===== src/rtl/psnr_ram.sv =====
`default_nettype none

module psnr_ram #(
  parameter int WIDTH = 8,
  parameter int DEPTH = 2
) (
  input  wire logic                     clk_i,
  input  wire logic                     we_i,
  input  wire logic [$clog2(DEPTH)-1:0] waddr_i,
  input  wire logic [WIDTH-1:0]         wdata_i,
  input  wire logic                     re_i,
  input  wire logic [$clog2(DEPTH)-1:0] raddr_i,
  output logic      [WIDTH-1:0]         rdata_o
);

  logic [WIDTH-1:0] mem_q [DEPTH];
  logic [WIDTH-1:0] rdata_q;

  always_ff @(posedge clk_i) begin
    if (we_i) begin
      mem_q[waddr_i] <= wdata_i;
    end
    if (re_i) begin
      rdata_q <= mem_q[raddr_i];
    end
  end

  assign rdata_o = rdata_q;

endmodule

`default_nettype wire


===== config.mk =====
export PLATFORM = sky130hd
export DESIGN_NAME = psnr_ram
export DESIGN_NICKNAME = d
export VERILOG_FILES = /design/src/rtl/psnr_ram.sv
export SDC_FILE = /design/constraint.sdc
export NUM_CORES = 1
export LEC_CHECK = 0
export CORE_UTILIZATION = 33
export DETAILED_ROUTE_END_ITERATION = 8
export DONT_BUFFER_PORTS = 1
export PLACE_DENSITY_LB_ADDON = 0.15
export SYNTH_ARGS = -nofsm -noshare
export SYNTH_HDL_FRONTEND = slang
export SYNTH_SLANG_ARGS = --single-unit

===== constraint.sdc =====
create_clock -name clk_i -period 1.2 [get_ports clk_i]
set_clock_uncertainty 0.1 [all_clocks]
set_input_delay 0.12 -clock clk_i [delete_from_list [all_inputs] [get_ports clk_i]]
set_output_delay 0.12 -clock clk_i [all_outputs]
set_load 0.03 [all_outputs]

==> results.toml, run 1 <==
[cts]
cts_resized = 0
ctsLongestPathBuffers = 2
cts-root-buf = "clkbuf_4"
cts_tree = "yes"
clock_latency_ns = 0.30
cts_setup_buffers = 0
htree_levels = 1
cts_buffers = 3
cts_hold_buf = 9
clock_sinks = 24
clk_pin_slew_ns = 0.11

[global_route]
grt_max_degree = 13
grtUsageTotal_pct = 8.027
grt_pass1_wl_mm = 1.476
overflow = 0
first_global_vias = 334
antenna_found_initial = 0

[timing]
post-route-period-util_pct = 88.97
setup-tns-final_ns = 0
hold_violations = 8
tightest_slew_ns = 0.3502
period_needed_ns = 1.068
setup_ws_ns = 0.1324
worst_hold_slack_ns = -0.05952
rsz0062_at_grt = "no"
fmax_mhz = 936.7
setup_viol = 0
slew_headroom_pct = 76.65
drv_slew = 0

[power_and_ir_drop]
p_per_area_nw_per_um2 = 1444
irDropWorstVdd_mv = 0.8672
total_leakage_power_nw = 0.3555

[synth]
synth.avg_cell_area_um2 = 24.70
ys_seq_area_share_pct = 83.36
synth_top_area_share_pct = 83.36
synth_fp_nets = 48
synth_cell_types = 5
ys_ff_latch = 24
synthTopCellsByArea = "edfxtp_1 (83%), mux2_4 (14%), buf_6 (1.3%)"
yosysTopAreaCell = "edfxtp_1"
synthArstFlopShare_pct = 0
ys_dominant_reg_cell = "edfxtp_1"
synth_edf_count = 24
synth_commonest_cells = "edfxtp_1 (24), mux2_4 (8), and2_1 (1), buf_6 (1), nor2b_1 (1)"
syn_area_um2 = 864.6
post-synth-top-count-cell = "edfxtp_1"
synthCells = 35
yosys_warnings = 0

[run]
maxCapViolations = 0

[route]
firstDrtPassIters = 2
wl_um = 976
drt_iter0_markers = 1
ant_nets = 0
num_vias = 351
remaining_drc_errors = 0
viasPerCell = 4.558
wl_per_cell_um = 12.68

[setup_path]
crit_required_ns = 0.98
r2r_cells = 1
start_kind = "register"
crit_type = "reg -> out"
path_depth = 0
cp-end-kind = "output port"
arrival_ns = 0.85
crit_fanout = 1

[run_status]
status = "finished, violations left"
violations = "negative hold slack"

[placement]
gp_congestion = 0.5754
place_area_um2 = 898.4
pre_cts_slack_ns = 0.1990
io_buffers = 0

[finish]
fin_area_um2 = 1011
fillers = 232
syn2layout_area_growth_pct = 16.93
fin_nets = 62
drive_gt1_share_pct = 25.53
antennaDiodeCount = 0

[min_path]
hold_path_depth = 1
min_path_type = "in -> reg"

[floorplan]
num_rows = 18
die_area_um2 = 2829
ios = 21
die_h_um = 53.19
core-area_um2 = 2477
initial_core_util_pct = 34.90
dieWidth_um = 53.19
==> cells by family after synthesis <==
group	synth area share (%)
muxes	13.89
buffers and inverters	1.302
DFF	83.36
and+or+nand+nor	1.448
==> cells in the final DEF (no fill, tap or decap), drive strengths merged <==
master and count:
buf 1, and2 1, clkbuf 3, nor2b 1, mux2 8, edfxtp 24
dlygate4sd3 9
==> registers in the layout, indices dropped and copies added, names as in the netlist <==
register  count
mem_q        16
rdata_o       8
==> metrics by stage <==
| stage | utilization, % | total power, mW | cells |
|---|---|---|---|
| floorplan | - | 1.120 | 35 |
| global placement | 36.26 | 1.121 | 65 |
| detailed placement | 36.26 | 1.127 | 65 |
| CTS | 40.81 | 1.488 | 77 |
| global route | 40.81 | 1.521 | 77 |
| finish | 40.81 | 1.460 | 77 |
==> where the power goes <==
group | switching, mW | internal (mW) | leakage [nW]
sequential | 0.0573 | 0.991 | 0.228
combinational | 0.0272 | 0.0596 | 0.113
clock | 0.207 | 0.117 | 0.0138
==> per-layer routing <==
metal | wire [µm] | GRT usage (%) | up-vias
met4 | 21 | 5.263 | 0
met1 | 391 | 7.963 | 168
li1 | - | - | 162
met5 | 0 | 0 | -
met2 | 463 | 12.45 | 19
met3 | 100 | 4.885 | 2
==> area by class of cell <==
cell class                      instances  area [µm²]  share of cell area, %
Tap cell                               30       37.54                  3.713
Sequential cell                        24       720.7                  71.29
Timing Repair Buffer                   10       97.59                  9.653
Multi-Input combinational cell         10       132.6                  13.12
Clock buffer                            3       22.52                  2.228
==> worst paths after layout <==
check | end | from | slack [ns]
setup / recovery | rdata_o[3] | rdata_o[3]$_DFFE_PP_ | 0.13
hold / removal | rdata_o[0]$_DFFE_PP_ | raddr_i | -0.06
setup reg to reg | rdata_o[3]$_DFFE_PP_ | mem_q[0][3]$_DFFE_PP_ | 0.20
hold reg to reg | rdata_o[0]$_DFFE_PP_ | mem_q[1][0]$_DFFE_PP_ | 0.46
No activity file was read; power rests on OpenSTA's default activity.
==> run 2, diff against run 1 <==
--- a/config.mk
+++ b/config.mk
@@ -6,6 +6,7 @@
 export NUM_CORES = 1
 export LEC_CHECK = 0
 export CORE_UTILIZATION = 33
+export CTS_BUF_LIST = sky130_fd_sc_hd__clkbuf_16
 export DETAILED_ROUTE_END_ITERATION = 8
 export DONT_BUFFER_PORTS = 1
 export PLACE_DENSITY_LB_ADDON = 0.15
==> run 2 against run 1 <==
  * The run still ends with negative hold slack left
  * Register-to-register slack barely moved
  * Highest routed layer unchanged
  * Cell area rose by 5.2%
  * Fmax rose by 2.3%
  * Critical path depth rose by 1
  * Final cell count did not move
  * Flip-flop and latch count did not move
  * Clock-buffer cell count did not move
  * Total power rose by 25%
  * First-iteration DRC count rose by 100%
  * Combinational power rose by 0.5%
==> results.toml, run 2 (synthesized netlist as in run 1, its figures left out) <==
[finish]
fin_nets = 62
antennaDiodeCount = 0
mostFrequentLayoutCells = "edfxtp_1 (24), dlygate4sd3_1 (9), mux2_4 (8), clkbuf_16 (3)"
drive_gt1_share_pct = 25.53
largest_register_ffs = 16
final_common_cell = "edfxtp_1"
fin_area_um2 = 1064
instances_no_fill = 77
fin_util_pct = 42.93
fillers = 226
top_register = "mem_q"
syn2layout_area_growth_pct = 23.01

[setup_path]
crit_fanout = 8
crit_type = "in -> reg"
path_depth = 1
crit_buf_inv = 1
arrival_ns = 0.86
crit_required_ns = 1.02
path_cells = "dlygate4sd3_1"
start_kind = "input pin"
cpLargestDelayFamily = "buffers and inverters"
slowest_stage = "dlygate4sd3_1"
critPathMaxStageDelay_ns = 0.74
r2r_cells = 1
cp-end-kind = "register"

[floorplan]
initial_core_util_pct = 34.90
die_area_um2 = 2829
core-area_um2 = 2477
ios = 21
die_h_um = 53.19
num_rows = 18
dieWidth_um = 53.19

[timing]
rsz0062_at_grt = "no"
post-route-period-util_pct = 86.94
setup_viol = 0
setup_ws_ns = 0.1567
fmax_mhz = 958.5
setup-tns-final_ns = 0
tightest_slew_ns = 0.3618
drv_slew = 0
slew_headroom_pct = 75.88
period_needed_ns = 1.043
hold_violations = 5
worst_hold_slack_ns = -0.005453

[cts]
clock_latency_ns = 0.25
cts_setup_buffers = 0
cts_hold_buf = 9
ctsLongestPathBuffers = 2
cts_tree = "yes"
clock_sinks = 24
cts-root-buf = "clkbuf_16"
clk_pin_slew_ns = 0.05
htree_levels = 1
cts_resized = 0
cts_buffers = 3

[route]
drt_iter0_markers = 2
firstDrtPassIters = 4
viasPerCell = 4.675
num_vias = 360
remaining_drc_errors = 0
wl_per_cell_um = 13.78
wl_mm = 1.061
ant_nets = 0

[run]
maxCapViolations = 0

[min_path]
min_path_type = "in -> reg"
hold_path_depth = 1

[placement]
io_buffers = 0
gp_congestion = 0.5754
pre_cts_slack_ns = 0.1990
placedCellCount = 65
place_area_um2 = 898.4

[run_status]
status = "finished, violations left"
violations = "negative hold slack"

[power_and_ir_drop]
total_leakage_power_nw = 0.3787
p_total_mw = 1.825
p_per_area_nw_per_um2 = 1716
irDropWorstVdd_mv = 0.7063

[global_route]
overflow = 0
grt_max_degree = 13
first_global_vias = 351
grtUsageTotal_pct = 9.325
antenna_found_initial = 0
grt_pass1_wl_mm = 1.649
run 2: path summary, 6_finish.rpt:
| kind | startpoint | to | slack [ns] |
|---|---|---|---|
| min | raddr_i | rdata_o[0]$_DFFE_PP_ | -0.005 |
| max | re_i | rdata_o[2]$_DFFE_PP_ | 0.16 |
| min reg2reg | mem_q[1][0]$_DFFE_PP_ | rdata_o[0]$_DFFE_PP_ | 0.45 |
| max reg2reg | mem_q[0][3]$_DFFE_PP_ | rdata_o[3]$_DFFE_PP_ | 0.20 |
run 2: layout make-up:
class	count	area, µm²	share of cell area, %
flip-flops and latches	24	720.7	67.76
multi-input cells	10	132.6	12.47
repair buffers	10	97.59	9.176
clock buffers	3	75.07	7.059
well taps	30	37.54	3.529
run 2: power by group:
part	internal (mW)	total [mW]	switching, mW
Sequential	0.994	1.05	0.0581
Combinational	0.0596	0.0872	0.0276
Clock	0.440	0.686	0.246
run 2: metal layers:
layer	wire length (µm)	GRT usage (%)
met5	0	0
met4	33	7.895
met3	109	5.460
met2	500	13.50
met1	418	9.480
