<file path="config.mk">
export PLATFORM = sky130hd
export DESIGN_NAME = psnr_dist
export DESIGN_NICKNAME = d
export VERILOG_FILES = /design/src/rtl/psnr_pkg.sv /design/src/rtl/psnr_dist.sv
export SDC_FILE = /design/constraint.sdc
export NUM_CORES = 2
export LEC_CHECK = 0
export BUFFER_PORTS_ARGS = -buffer_cell sky130_fd_sc_hd__buf_2
export CAP_MARGIN = 40
export CORE_AREA = 2 2 275 277
export CTS_CLUSTER_SIZE = 8
export DETAILED_ROUTE_END_ITERATION = 10
export DIE_AREA = 0 0 277 279
export PLACE_DENSITY = 0.66
export SYNTH_ARGS = -nofsm -noshare
export SYNTH_HDL_FRONTEND = slang
export SYNTH_SLANG_ARGS = --single-unit
</file>
<file path="constraint.sdc">
create_clock -name clk_i -period 11.3 [get_ports clk_i]
set_input_delay 0.565 -clock clk_i [delete_from_list [all_inputs] [get_ports clk_i]]
set_output_delay 0.565 -clock clk_i [all_outputs]
set_load 0.005 [all_outputs]
</file>
<file path="src/rtl/psnr_pkg.sv">
`default_nettype none

package psnr_pkg;

  // store geometry and coordinate width
  localparam int STORE_DEPTH = 64;
  localparam int COORD_BITS  = 16;

  localparam int AW   = $clog2(STORE_DEPTH);
  localparam int CNTW = $clog2(STORE_DEPTH + 1);

  // field widths on the ports
  localparam int IN_COORD_W  = 16;
  localparam int RADIUS_W    = 15;
  localparam int INDEX_W     = 6;
  localparam int BOX_W       = 16;
  localparam int IN_TDATA_W  = 64;
  localparam int OUT_TDATA_W = 104;

  // distance datapath widths
  localparam int MAGW = COORD_BITS + 1;
  localparam int SQW  = 2 * MAGW;
  localparam int DW   = SQW + 2;
  localparam int R2W  = 2 * RADIUS_W;
  localparam int CMPW = (DW > R2W) ? DW : R2W;

  localparam int PT_W = 3 * COORD_BITS;

  typedef logic signed [COORD_BITS-1:0] coord_t;

  typedef enum logic [1:0] {
    OP_ADD     = 2'd0,
    OP_NEAREST = 2'd1,
    OP_RADIUS  = 2'd2
  } op_e;

  typedef enum logic [1:0] {
    STAT_OK   = 2'd0,
    STAT_FULL = 2'd1,
    STAT_NONE = 2'd2
  } status_e;

  typedef enum logic [1:0] {
    S_IDLE,
    S_SCAN,
    S_FIN
  } state_e;

  // tag that travels beside a point through the distance pipeline
  typedef struct packed {
    logic          vld;
    logic [AW-1:0] idx;
  } tag_t;

  // sign-extend a port coordinate and clamp it to the stored range
  function automatic coord_t sat_coord(input logic [IN_COORD_W-1:0] raw);
    logic signed [21:0] v;
    logic signed [21:0] hi;
    logic signed [21:0] lo;
    v  = 22'($signed(raw));
    hi = 22'((1 << (COORD_BITS - 1)) - 1);
    lo = -hi - 22'sd1;
    if (COORD_BITS < IN_COORD_W) begin
      if (v > hi) v = hi;
      if (v < lo) v = lo;
    end
    return v[COORD_BITS-1:0];
  endfunction

  // stored coordinate back to the 16 bit port form
  function automatic logic [BOX_W-1:0] box_word(input coord_t c);
    logic signed [21:0] w;
    w = 22'(c);
    return w[BOX_W-1:0];
  endfunction

endpackage

`default_nettype wire

</file>
<file path="src/rtl/psnr_dist.sv">
`default_nettype none

module psnr_dist import psnr_pkg::*; (
  input  wire logic            clk_i,
  input  wire logic            rst_ni,
  input  wire logic            en_i,
  input  wire tag_t            tag_i,
  input  wire logic [PT_W-1:0] point_i,
  input  wire logic [PT_W-1:0] query_i,
  output tag_t                 tag_o,
  output logic [DW-1:0]        dist_o
);

  logic signed [MAGW-1:0] diff_w [3];
  logic [MAGW-1:0]        mag_d  [3];
  logic [MAGW-1:0]        mag_q  [3];
  logic [SQW-1:0]         sq_d   [3];
  logic [SQW-1:0]         sq_q   [3];
  logic [DW-1:0]          dist_d;
  logic [DW-1:0]          dist_q;
  tag_t                   tag_a_q, tag_b_q, tag_c_q;

  // absolute differences per axis, their squares and the sum of squares
  always_comb begin
    for (int k = 0; k < 3; k++) begin
      diff_w[k] = MAGW'($signed(point_i[k*COORD_BITS +: COORD_BITS]))
                - MAGW'($signed(query_i[k*COORD_BITS +: COORD_BITS]));
      mag_d[k]  = diff_w[k][MAGW-1] ? MAGW'(-diff_w[k]) : MAGW'(diff_w[k]);
      sq_d[k]   = SQW'(mag_q[k]) * SQW'(mag_q[k]);
    end
    dist_d = DW'(sq_q[0]) + DW'(sq_q[1]) + DW'(sq_q[2]);
  end

  always_ff @(posedge clk_i or negedge rst_ni) begin
    if (!rst_ni) begin
      tag_a_q <= '0;
      tag_b_q <= '0;
      tag_c_q <= '0;
    end else if (en_i) begin
      tag_a_q <= tag_i;
      tag_b_q <= tag_a_q;
      tag_c_q <= tag_b_q;
    end
  end

  always_ff @(posedge clk_i) begin
    if (en_i) begin
      for (int k = 0; k < 3; k++) begin
        mag_q[k] <= mag_d[k];
        sq_q[k]  <= sq_d[k];
      end
      dist_q <= dist_d;
    end
  end

  assign tag_o  = tag_c_q;
  assign dist_o = dist_q;

endmodule

`default_nettype wire

</file>
==> impl.org <==
** Synth
- For this run, the leading register cell type out of synthesis is edfxtp_1.
- Counting every instance in the synthesized netlist gives 3769.
- For this run, asynchronously set or reset flops after synthesis account for 10.1%.
- In this run the mean area of a mapped cell was 9.74 um2.
- Distinct cell type count after synthesis :: 83
- Number of enable flip-flop cells after synthesis :: 186
- Fraction of the yosys area taken by sequential cells :: 16.6%
- Yosys Warn Count :: 0
- After synthesis the netlist holds a flip-flop and latch count of 207.
- Synthesized area :: 36700 um2

** Setup path
- At the worst endpoint, the arrival time is 7.40 ns.
- Worst Setup Start Kind :: flop
- Launch instance of the worst register-to-register path :: mag_q[0][7]$_DFFE_PP_
- Measured in cells, the most critical reg-to-reg path has a length of 22.
- Endpoint kind of the worst setup timing path :: flop
- Along the worst path, the maximum fanout reaches 17.
- The endpoint identified for the worst register-to-register timing path is sq_q[0][33]$_DFFE_PP_.
- Worst reg2reg setup slack :: 4.21 ns
- Required time at the endpoint of the critical path :: 11.60 ns
- The critical path in this run is classified as flop to flop.

** Detailed routing
- After detailed routing, the average wire length per cell comes to 15.4 um.
- Routed via count :: 25000
- After the first detailed-routing iteration, the DRC count stood at 1132.
- Total wire length :: 75.2 mm
- Number of search-and-repair iterations in the first detailed-routing pass :: 5
- In this run the remaining antenna-violating nets after routing total 0.
- Post-DR vias/cell :: 5.14
- For this run, design rule violations remaining after detail routing come to 0.

** Layout
- Filler cell count :: 6677
- Summing all multi-input logic gate instances after layout gives 26800 um2.
- Cells fill 53.4% of the core in the end.
- Compared with the post-synthesis result, the final layout area differs by 7.66%.
- Proportion of layout cells with a drive suffix above 1 :: 7.13%
- Seq. cell area :: 6110 um2
- At the end of the flow, the number of nets in the layout was 5015.

** Floorplan
- Die width :: 277 um
- Area of the die :: 77300 um2
- Area of the placeable core :: 74100 um2
- For this configuration, the core starts out at a cell density of 49.6%.
- The floorplan has 100 rows.
- Vertical die dimension :: 279 um
- For this design the top-level I/O count stands at 149.

** Min path
- Min-Delay Path Class :: input port to flop
- Launch point of the worst hold path :: tag_i[2]
- Worst Hold End :: tag_a_q[2]$_DFFE_PN0P_
- Hold path cells :: 2

** Place
- Number of buffers inserted by port buffering :: 148
- Routability-driven placement finished with a final weighted congestion of 0.840.
- Once detailed placement completed, the half-perimeter wirelength came to 62.8 mm.

** STA
- Minimum clock period after layout :: 7.09 ns
- Worst slew slack as a fraction of its limit :: 40.1%
- Setup_tns :: 0 ns
- Maximum achievable frequency :: 141 MHz
- Worst slew pin tran :: 0.898 ns
- The max-slew violation count is 0.
- The worst path uses 62.8% of the clock period.
- Hold violation total from the final report :: 0
- Setup repair after global routing left no endpoint under its margin.
- Post-route clock skew :: 0.0295 ns
- Setup violations remaining at the end of the flow were counted as 0.

** Global route
- For this run, the total global-route usage over all layers was measured as 20.4%.
- Global-route wire length before repair :: 128 mm
- Antenna violations before repair :: 0
- The number of global-route vias before repair came to 26200.
- Remaining global-route overflow :: 0
- Pin count of the biggest net entering global routing :: 65

** Clock network
- Number of buffers between clock root and the deepest sink :: 3
- TritonCTS built the clock tree.
- Depth of the CTS H-tree :: 2
- Clock transition at the register clock pins on the worst setup and hold paths after CTS :: 0.05 ns
- Clock Root Buffer :: clkbuf_16
- The clock drives 207 sinks.
- Insertion delay of the later-clocked pin in the worst-skew pair :: 0.57 ns
- In this run, CTS created clock tree buffers numbering 34.

** Outcome
- Result of the run :: finished clean

** Run
- Max-cap violations in this run came to 0.
[logic make-up after synthesis]
family / after synthesis / synth area share [%]
adders and majority gates: 1021 / 47.3
buffers and inverters: 1007 / 10.3
and+or+nand+nor: 806 / 10.7
AOI/OAI and AO/OA: 471 / 8.79
xor gates and xnor gates: 227 / 5.41
DFF: 207 / 16.6
muxes: 29 / 0.893
other: 1 / 0.0102
[stage by stage]
step | cells | hold slack [ns] | cell area [um2] | worst slack, ns
6_report | 4871 | 0.256 | 39500 | 4.21
5_1_grt | 4870 | 0.232 | 39500 | 3.55
4_1_cts | 4870 | 0.220 | 39500 | 4.16
3_5_place_dp | 4820 | 0.488 | 38500 | 4.19
3_3_place_gp | 4816 | 0.480 | 38400 | 4.39
2_1_floorplan | 3771 | 0.269 | 36700 | 4.93
[cell type report]
type / count / area share, %
Multi-Input combinational cell: 2557 / 67.9
Sequential cell: 207 / 15.5
Inverter: 932 / 8.85
Tap cell: 969 / 3.07
Clock buffer: 40 / 2.26
Timing Repair Buffer: 156 / 2.17
Clock inverter: 9 / 0.342
Antenna cell: 1 / 0.00633
[placed cells by master, fill, tap and decap left out, drive strengths merged, types with 6 or more instances in the layout]
cell type  count
o21bai        22
nor3          31
o21ai         76
nand2        302
a2111oi        9
a31o           6
xnor2        166
o41ai          7
dfrtp         21
buf          154
and3          12
a21o          74
nand4         10
nand3         30
mux2          27
o31ai          9
o211ai        15
xor2          61
nor2b         35
o21a          32
ha           411
clkbuf        41
nor3b          7
fa           610
nor2         141
nand2b        20
and2         165
inv          934
a31oi         17
edfxtp       186
or3           11
a211oi        16
or2           20
a21oi        137
[worst max-delay path by stage]
stage          depth (start not counted)                    from                    end
2_1_floorplan                         23   mag_q[0][7]$_DFFE_PP_  sq_q[0][33]$_DFFE_PP_
3_3_place_gp                          22   mag_q[0][7]$_DFFE_PP_  sq_q[0][33]$_DFFE_PP_
3_5_place_dp                          22   mag_q[0][7]$_DFFE_PP_  sq_q[0][33]$_DFFE_PP_
4_1_cts                               22   mag_q[0][7]$_DFFE_PP_  sq_q[0][33]$_DFFE_PP_
5_1_grt                               22  mag_q[0][11]$_DFFE_PP_  sq_q[0][33]$_DFFE_PP_
6_report                              22   mag_q[0][7]$_DFFE_PP_  sq_q[0][33]$_DFFE_PP_
[worst max-delay path: stages, from the launching register on]
cell	delay, ns
edfxtp_1	0.75
nand2_1	0.17
fa_1	0.62
inv_1	0.08
fa_1	0.51
inv_1	0.06
fa_1	0.54
inv_1	0.05
fa_1	0.45
fa_1	0.49
inv_1	0.05
fa_1	0.48
inv_1	0.04
ha_1	0.35
a211oi_1	0.29
nor2_1	0.08
or3_1	0.34
o21ai_1	0.34
o211ai_1	0.23
a2111oi_1	0.49
o21ai_0	0.18
a21oi_1	0.19
xnor2_1	0.07
[sequential cells by signal, indices dropped and copies added, names as in the netlist]
| signal | cells |
|---|---|
| dist_o | 36 |
| mag_q | 51 |
| sq_q | 99 |
| tag_a_q | 7 |
| tag_b_q | 7 |
| tag_o | 7 |
[layer usage]
| layer | vias to the layer above | global-route usage (%) | wire, um |
|---|---|---|---|
| met5 | - | 0 | 0 |
| met1 | 12400 | 27.5 | 33800 |
| li1 | 12100 | - | - |
| met2 | 422 | 35.4 | 37000 |
| met4 | 0 | 5.03 | 1610 |
| met3 | 94 | 2.05 | 2740 |
[cell usage after synthesis, drive strengths merged (35+ instances only)]
master	instances	area, um2
inv	932	3500
fa	610	12200
ha	411	5140
nand2	302	1130
edfxtp	186	5590
xnor2	166	1450
and2	165	1030
nor2	141	529
a21oi	137	697
o21ai	76	388
a21o	74	556
clkbuf	72	272
xor2	61	534
nor2b	35	219
[repair_timing]
action / CTS / global route
hold endpoints to repair: 21 / 0
hold buffers: 1 / 0
buffers inserted: 0 / 0
gates resized for setup: 0 / 0
Power is left out: the tool's default activity adds up to more than one toggle a clock period on the data nets, which glitch-free logic cannot reach.
